<file path="src/rtl/lad_pkg.sv">
// Package for the linear array deque: request and response payloads,
// operation, status, register and state codes.
// No dependencies.
package lad_pkg;

   localparam int CAP_W     = 5;
   localparam int CAP_RESET = 16;
   localparam int CSR_AW    = 3;
   localparam int DATA_W    = 32;

   // register index (paddr[2])
   localparam logic REG_CAPACITY = 1'b0;

   typedef enum logic [2:0] {
      OP_PUSH_REAR  = 3'd0,
      OP_POP_FRONT  = 3'd1,
      OP_PUSH_FRONT = 3'd2,
      OP_POP_REAR   = 3'd3,
      OP_PEEK       = 3'd4
   } op_type;

   typedef enum logic [1:0] {
      ST_OK       = 2'd0,
      ST_OVERFLOW = 2'd1,
      ST_EMPTY    = 2'd2
   } status_type;

   typedef enum logic [1:0] {
      S_IDLE,
      S_EXEC,
      S_STREAM
   } fsm_type;

   typedef struct packed {
      logic [2:0]               op;
      logic signed [DATA_W-1:0] push_value;
   } req_type;

   typedef struct packed {
      logic [1:0]               status;
      logic signed [DATA_W-1:0] out_value;
      logic                     last;
   } rsp_type;

endpackage

</file>
<file path="src/rtl/lad_csr.sv">
// Configuration register block: capacity register behind the APB-style port,
// read-back and clamping to the usable range 1..DEPTH.
// Depends on lad_pkg.
module lad_csr #(
   parameter int DEPTH = 16
) (
   input  logic                      clock,
   input  logic                      reset,
   input  logic                      psel,
   input  logic                      penable,
   input  logic                      pwrite,
   input  logic [lad_pkg::CSR_AW-1:0] paddr,
   input  logic [31:0]               pwdata,
   output logic [31:0]               prdata,
   output logic [((($clog2(DEPTH) + 1) > lad_pkg::CAP_W) ?
                  ($clog2(DEPTH) + 1) : lad_pkg::CAP_W) - 1:0] eff_cap
);
   import lad_pkg::*;

   localparam int IW = $clog2(DEPTH);
   localparam int CW = ((IW + 1) > CAP_W) ? (IW + 1) : CAP_W;
   localparam logic [CAP_W-1:0] CapReset =
      CAP_W'((DEPTH < CAP_RESET) ? DEPTH : CAP_RESET);

   logic [CAP_W-1:0] cap_ff, cap_in;
   logic             wr_en;

   assign wr_en = psel && penable && pwrite && (paddr[2] == REG_CAPACITY);

   always_comb begin
      cap_in = cap_ff;
      if (wr_en) begin
         cap_in = pwdata[CAP_W-1:0];
      end
   end

   always_ff @(posedge clock) begin
      if (reset) begin
         cap_ff <= CapReset;
      end else begin
         cap_ff <= cap_in;
      end
   end

   always_comb begin
      prdata = '0;
      if (paddr[2] == REG_CAPACITY) begin
         prdata = {{(32 - CAP_W){1'b0}}, cap_ff};
      end
   end

   // zero acts as one, anything above DEPTH acts as DEPTH
   always_comb begin
      if (cap_ff == '0) begin
         eff_cap = CW'(1);
      end else if (CW'(cap_ff) > CW'(DEPTH)) begin
         eff_cap = CW'(DEPTH);
      end else begin
         eff_cap = CW'(cap_ff);
      end
   end

endmodule

</file>
<file path="src/rtl/linear_array_deque.sv">
// Linear array deque top level: control sequencer around a one-port-read,
// one-port-write element memory, and the response register.
// Depends on lad_pkg and lad_csr.

// Double-ended queue held in a non-wrapping array of DEPTH 32-bit words, of
// which the first 'capacity' are in use. One request is worked on at a time:
// req_ready is high only while the sequencer is idle, and a response already
// in the output register does not block the next request. Pushes, failed
// operations and unused op codes are accepted, then executed once the output
// register is free. Pops also pass through the streaming state, as the element
// comes from the synchronous memory read in the cycle after the address. A peek
// of n elements streams them through the memory read port, one element per
// cycle while rsp_ready stays high. The memory needs no clearing pass after
// reset; only written entries are ever read.
module linear_array_deque #(
   parameter int DEPTH = 16
) (
   input  logic                       clock,
   input  logic                       reset,
   input  logic                       req_valid,
   output logic                       req_ready,
   input  lad_pkg::req_type           req_data,
   output logic                       rsp_valid,
   input  logic                       rsp_ready,
   output lad_pkg::rsp_type           rsp_data,
   input  logic                       psel,
   input  logic                       penable,
   input  logic                       pwrite,
   input  logic [lad_pkg::CSR_AW-1:0] paddr,
   input  logic [31:0]                pwdata,
   output logic [31:0]                prdata,
   output logic                       pready
);
   import lad_pkg::*;

   localparam int IW = $clog2(DEPTH);
   localparam int CW = ((IW + 1) > CAP_W) ? (IW + 1) : CAP_W;

   fsm_type           state_ff, state_in;
   req_type           req_ff, req_in;
   rsp_type           rsp_ff, rsp_in;
   logic              rsp_valid_ff, rsp_valid_in;
   logic [IW-1:0]     front_ff, front_in;
   logic [IW-1:0]     rear_ff, rear_in;
   logic              empty_ff, empty_in;
   logic [IW-1:0]     ptr_ff, ptr_in;
   logic [IW-1:0]     end_ff, end_in;

   logic [CW-1:0]     eff_cap;
   logic              out_free;
   logic              mem_we, mem_re;
   logic [IW-1:0]     mem_waddr, mem_raddr;
   logic [DATA_W-1:0] mem_wdata;
   logic [DATA_W-1:0] mem_rdata_ff;
   logic [DATA_W-1:0] mem [DEPTH];

   lad_csr #(
      .DEPTH(DEPTH)
   ) u_csr (
      .clock   (clock),
      .reset   (reset),
      .psel    (psel),
      .penable (penable),
      .pwrite  (pwrite),
      .paddr   (paddr),
      .pwdata  (pwdata),
      .prdata  (prdata),
      .eff_cap (eff_cap)
   );

   assign pready    = 1'b1;
   assign req_ready = (state_ff == S_IDLE);
   assign rsp_valid = rsp_valid_ff;
   assign rsp_data  = rsp_ff;
   assign out_free  = !rsp_valid_ff || rsp_ready;

   always_comb begin
      state_in     = state_ff;
      req_in       = req_ff;
      rsp_in       = rsp_ff;
      rsp_valid_in = rsp_valid_ff && !rsp_ready;
      front_in     = front_ff;
      rear_in      = rear_ff;
      empty_in     = empty_ff;
      ptr_in       = ptr_ff;
      end_in       = end_ff;
      mem_we       = 1'b0;
      mem_waddr    = '0;
      mem_wdata    = req_ff.push_value;
      mem_re       = 1'b0;
      mem_raddr    = '0;

      unique case (state_ff)
         S_IDLE: begin
            if (req_valid) begin
               req_in   = req_data;
               state_in = S_EXEC;
            end
         end

         S_EXEC: begin
            if (out_free) begin
               rsp_in.status    = ST_OK;
               rsp_in.out_value = '0;
               rsp_in.last      = 1'b1;
               state_in         = S_IDLE;
               case (req_ff.op) inside
                  OP_PUSH_REAR, OP_PUSH_FRONT: begin
                     rsp_valid_in = 1'b1;
                     if (empty_ff) begin
                        front_in  = '0;
                        rear_in   = '0;
                        empty_in  = 1'b0;
                        mem_we    = 1'b1;
                        mem_waddr = '0;
                     end else if (req_ff.op == OP_PUSH_REAR) begin
                        if ((CW'(rear_ff) + CW'(1)) >= eff_cap) begin
                           rsp_in.status = ST_OVERFLOW;
                        end else begin
                           rear_in   = rear_ff + 1'b1;
                           mem_we    = 1'b1;
                           mem_waddr = rear_ff + 1'b1;
                        end
                     end else begin
                        if (front_ff == '0) begin
                           rsp_in.status = ST_OVERFLOW;
                        end else begin
                           front_in  = front_ff - 1'b1;
                           mem_we    = 1'b1;
                           mem_waddr = front_ff - 1'b1;
                        end
                     end
                  end

                  OP_POP_FRONT, OP_POP_REAR, OP_PEEK: begin
                     if (empty_ff) begin
                        rsp_valid_in  = 1'b1;
                        rsp_in.status = ST_EMPTY;
                     end else begin
                        state_in = S_STREAM;
                        mem_re   = 1'b1;
                        if (req_ff.op == OP_PEEK) begin
                           mem_raddr = front_ff;
                           ptr_in    = front_ff;
                           end_in    = rear_ff;
                        end else begin
                           mem_raddr = (req_ff.op == OP_POP_FRONT) ? front_ff : rear_ff;
                           ptr_in    = mem_raddr;
                           end_in    = mem_raddr;
                           if (front_ff == rear_ff) begin
                              front_in = '0;
                              rear_in  = '0;
                              empty_in = 1'b1;
                           end else if (req_ff.op == OP_POP_FRONT) begin
                              front_in = front_ff + 1'b1;
                           end else begin
                              rear_in = rear_ff - 1'b1;
                           end
                        end
                     end
                  end

                  default: begin
                     // unused op codes: no response, deque left unchanged
                  end
               endcase
            end
         end

         S_STREAM: begin
            // mem_rdata_ff holds the element at ptr_ff until the next read
            if (out_free) begin
               rsp_valid_in     = 1'b1;
               rsp_in.status    = ST_OK;
               rsp_in.out_value = mem_rdata_ff;
               rsp_in.last      = (ptr_ff == end_ff);
               if (ptr_ff == end_ff) begin
                  state_in = S_IDLE;
               end else begin
                  mem_re    = 1'b1;
                  mem_raddr = ptr_ff + 1'b1;
                  ptr_in    = ptr_ff + 1'b1;
               end
            end
         end

         default: begin
            state_in = S_IDLE;
         end
      endcase
   end

   always_ff @(posedge clock) begin
      if (reset) begin
         state_ff     <= S_IDLE;
         rsp_valid_ff <= 1'b0;
         front_ff     <= '0;
         rear_ff      <= '0;
         empty_ff     <= 1'b1;
         ptr_ff       <= '0;
         end_ff       <= '0;
      end else begin
         state_ff     <= state_in;
         rsp_valid_ff <= rsp_valid_in;
         front_ff     <= front_in;
         rear_ff      <= rear_in;
         empty_ff     <= empty_in;
         ptr_ff       <= ptr_in;
         end_ff       <= end_in;
      end
   end

   always_ff @(posedge clock) begin
      req_ff <= req_in;
      rsp_ff <= rsp_in;
   end

   // element store; writes and reads never target the same cycle
   always_ff @(posedge clock) begin
      if (mem_we) begin
         mem[mem_waddr] <= mem_wdata;
      end
      if (mem_re) begin
         mem_rdata_ff <= mem[mem_raddr];
      end
   end

`ifndef SYNTH
   a_empty_idx_zero: assert property (@(posedge clock) disable iff (reset)
      empty_ff |-> (front_ff == '0) && (rear_ff == '0))
      else $error("empty deque with non-zero indices");

   a_front_le_rear: assert property (@(posedge clock) disable iff (reset)
      !empty_ff |-> (front_ff <= rear_ff))
      else $error("front index beyond rear index");

   a_stream_ptr: assert property (@(posedge clock) disable iff (reset)
      (state_ff == S_STREAM) |-> (ptr_ff <= end_ff))
      else $error("stream pointer past its end");
`endif

endmodule

</file>
<file path="config.mk">
export PLATFORM = sky130hd
export DESIGN_NAME = linear_array_deque
export DESIGN_NICKNAME = d
export VERILOG_FILES = /design/src/rtl/lad_pkg.sv /design/src/rtl/lad_csr.sv /design/src/rtl/linear_array_deque.sv
export SDC_FILE = /design/constraint.sdc
export NUM_CORES = 1
export LEC_CHECK = 0
export BUFFER_PORTS_ARGS = -buffer_cell sky130_fd_sc_hd__buf_2
export CAP_MARGIN = 20
export CELL_PAD_IN_SITES_DETAIL_PLACEMENT = 2
export CELL_PAD_IN_SITES_GLOBAL_PLACEMENT = 2
export CORE_MARGIN = 3
export CORE_UTILIZATION = 39
export CTS_BUF_LIST = sky130_fd_sc_hd__clkbuf_16
export CTS_CLUSTER_SIZE = 24
export DETAILED_ROUTE_END_ITERATION = 8
export GPL_ROUTABILITY_DRIVEN = 0
export PLACE_DENSITY_LB_ADDON = 0.1
export SYNTH_ARGS = -nofsm -noshare
export SYNTH_HDL_FRONTEND = slang
export SYNTH_SLANG_ARGS = --single-unit
</file>
<file path="constraint.sdc">
create_clock -name clock -period 7.3 [get_ports clock]
set_clock_uncertainty 0.1 [all_clocks]
set_input_delay 0.73 -clock clock [delete_from_list [all_inputs] [get_ports clock]]
set_output_delay 0.73 -clock clock [all_outputs]
set_load 0.02 [all_outputs]
</file>
==> summary.txt <==
CTS buffer count -> 72
Slew Viols, Final -> 0
routed vias -> 16527
Synth Area per Inst -> 14.6 µm²
Final Instance Area -> 30000 µm²
Clk pwr share -> 46.1%
Final Hold Violating Endpoints -> 0
Net Switching -> 1.75 mW
Area Growth Syn to Fin -> 15.0%
CP top delay family -> simple AND/OR/NAND/NOR gates
Critical-path top delay cell -> nor2_4
critical path, cell by cell -> inv_1, ha_1, ha_1, a21o_1, a21oi_1, o211ai_1, a21oi_1, nand3_1, nor2_4, buf_4
top_reg_cell synth -> edfxtp_1
crit path DAT -> 5420 ps
Reg clk slew, reported paths -> 60 ps
Rows -> 94
WL per Instance -> 30.7 µm
maximum vdd drop -> 191 µV
Hold-fix buffers, CTS -> 0
antenna violation net count after detailed routing -> 0
die height -> 265 µm
Switching Fraction -> 21.4%
share of cells above drive strength 1 -> 16.5%
DRT iter0 DRCs -> 1373
RSZ-0062 raised after global routing -> false
Final nets -> 1960
CTS H-tree depth -> 3
Comb pwr share -> 3.1%
sequential power share -> 50.8%
Ports -> 147
Synth async-reset ratio -> 0%
Starting Density -> 39.6%
worst-margin pin slew -> 1130 ps
Hold WC Path Type -> in2reg
largest net degree at the start of global routing -> 129
core area -> 66000 µm²
drt drc -> 0
Die W -> 265 µm
Worst slew margin -> 24.6%
initial antenna violation count -> 1
GRT Util Overall -> 24.5%
Pre-antenna DRT Iters -> 5
Post-DP Area -> 27600 µm²
period utilization -> 71.7%
port buffer count -> 89
total grt overflow -> 0
max-capacitance violation count -> 0
Period minus WS final -> 5240 ps
register area share after synthesis -> 72.5%
CTS tree -> built
total wire length -> 85700 µm
crit-path max FO -> 22
Yosys cell types -> 66
Internal Power -> 6.41 mW
Synth Register Bits -> 639
via/cell ratio -> 5.93
Startpoint Class -> flip-flop
Max clock buf depth -> 3
filler cell count -> 6303
buffers and inverters on the worst path -> 2
CP Class -> reg2reg
slowest stage delay, CP -> 1020 ps
PwrDens -> 272 nW/µm²
vias in the first global route -> 18001
Worst Path Required -> 7490 ps
Final TNS setup -> 0 ps
Warnings, synthesis -> 0
Mapped Area -> 26100 µm²
fmax -> 191 MHz
CTS sink count -> 639
leading post-synthesis cells by cell area -> edfxtp_1 (71%), nand2_1 (2.1%), dfxtp_1 (1.9%)
status -> finished, final reports clean
CP endpoint kind -> flip-flop
Pleak -> 10.4 nW
CTS root buf -> clkbuf_16
cts repair resizes -> 0
Final setup viols -> 0
cell taking the most area after synthesis -> edfxtp_1
Worst-Skew Late Latency -> 600 ps
ant diodes -> 0
Post-CTS Setup Inserts -> 0
Post-synth EDFFs -> 614
global-route wire length before repair -> 125000 µm
Die ar. -> 70100 µm²
DP Wirelength -> 45400 µm
area fraction of the dominant cell type after synthesis -> 70.6%
Syn Inst Count -> 1784
## sequential cells by signal (all words and copies together) (netlist names), 5 cells and up
signal	flops
mem	512
mem_rdata_ff	32
mem_wdata	32
rsp_data	35
u_csr.cap_ff	5
## metal layers
metal	vias to the layer above	routed length (µm)	global-route usage [%]
li1	7045	-	-
met1	8903	37200	32.9
met5	-	0	0
met2	463	42400	41.9
met3	116	4250	3.35
met4	0	1780	6.60
## final cells by class
class	instances	area [µm²]	area share, %
Sequential cell	639	18900	63.1
Multi-Input combinational cell	999	6620	22.0
Clock buffer	76	1900	6.33
Tap cell	864	1080	3.60
Timing Repair Buffer	140	895	2.98
Clock inverter	53	532	1.77
Inverter	17	66.3	0.221
## cell usage after synthesis, types with 4 or more instances
library cell    n
buf_2          37
nand2b_1       38
a21oi_1        19
nand2_1       147
xor2_1         12
clkbuf_1       74
mux2_4         10
nor3_1         48
buf_1           8
a211oi_1       10
o211ai_1        5
a32o_1         32
mux2_2         18
mux2i_1        47
o21a_1          5
nor2b_1         9
o32ai_1        32
inv_1          17
o21ai_0        83
or3_1          38
mux2_1          5
edfxtp_1      614
buf_4          32
buf_6           4
nor2_1        113
nand3_1        71
o221ai_1       33
ha_1           14
a32oi_1        32
o31ai_1        33
a221o_1        32
dfxtp_1        25
and2_1         36
a22oi_1         4
## kinds of logic (layout without fill, tap and decap cells)
family | after synthesis | in the layout | synth area share, %
AOI/OAI and AO/OA | 342 | 342 | 10.1
xor gates and xnor gates | 16 | 16 | 0.566
adders and majority gates | 14 | 14 | 0.671
buffers and inverters | 172 | 286 | 3.23
DFF | 639 | 639 | 72.5
muxes | 80 | 80 | 3.37
other | 2 | 28 | 0.0288
and+or+nand+nor | 519 | 519 | 9.45
## worst reg2reg max path: cells and delay by family, from the launching register on
| family | cells | cell delay [ps] |
|---|---|---|
| buf+inv | 2 | 630 |
| flops | 1 | 540 |
| simple gates | 2 | 1560 |
| compound gates | 4 | 1370 |
| fa+ha+maj | 2 | 730 |
## layout by cell type (no fill, tap or decap), drive strengths merged, types with 36 or more instances in the layout
master	instances
and2	36
buf	140
clkbuf	76
edfxtp	614
mux2i	47
nand2	147
nand2b	38
nand3	71
nor2	113
nor3	49
o21ai	86
or3	38
## metrics by stage
| step | cells | hold WS [ps] | utilization [%] | setup WS, ps | power, mW |
|---|---|---|---|---|---|
| after global routing | 2788 | 175 | 45.5 | 1740 | 8.42 |
| after global placement | 2655 | 399 | 41.7 | 2240 | 4.47 |
| final | 2788 | 199 | 45.5 | 2060 | 8.16 |
| after detailed placement | 2658 | 406 | 41.8 | 2040 | 4.48 |
| after CTS | 2787 | 163 | 45.5 | 1960 | 8.24 |
| after floorplan | 1810 | 359 | - | 1380 | 4.36 |
## power groups by stage
stage | sequential [mW] | combinational, mW | clock [mW]
after CTS | 4.15 | 0.253 | 3.84
after global routing | 4.16 | 0.271 | 3.99
after floorplan | 4.21 | 0.143 | 0
after detailed placement | 4.23 | 0.253 | 0
after global placement | 4.22 | 0.247 | 0
final | 4.15 | 0.251 | 3.76
## path summary, 6_finish.rpt
kind | end | slack (ps) | depth (start not counted) | from
worst max-delay path | mem[7][22]$_DFFE_PP_ | 2060 | 10 | rear_ff[0]$_SDFFE_PP0P_
worst min-delay path | mem_wdata[14]$_DFFE_PP_ | 200 | 1 | req_data[14]
worst max register to register | mem[7][22]$_DFFE_PP_ | 2060 | 10 | rear_ff[0]$_SDFFE_PP0P_
worst min register to register | ptr_ff[3]$_SDFFE_PP0P_ | 410 | 2 | ptr_ff[3]$_SDFFE_PP0P_
Power figures use the tool's default switching activity.
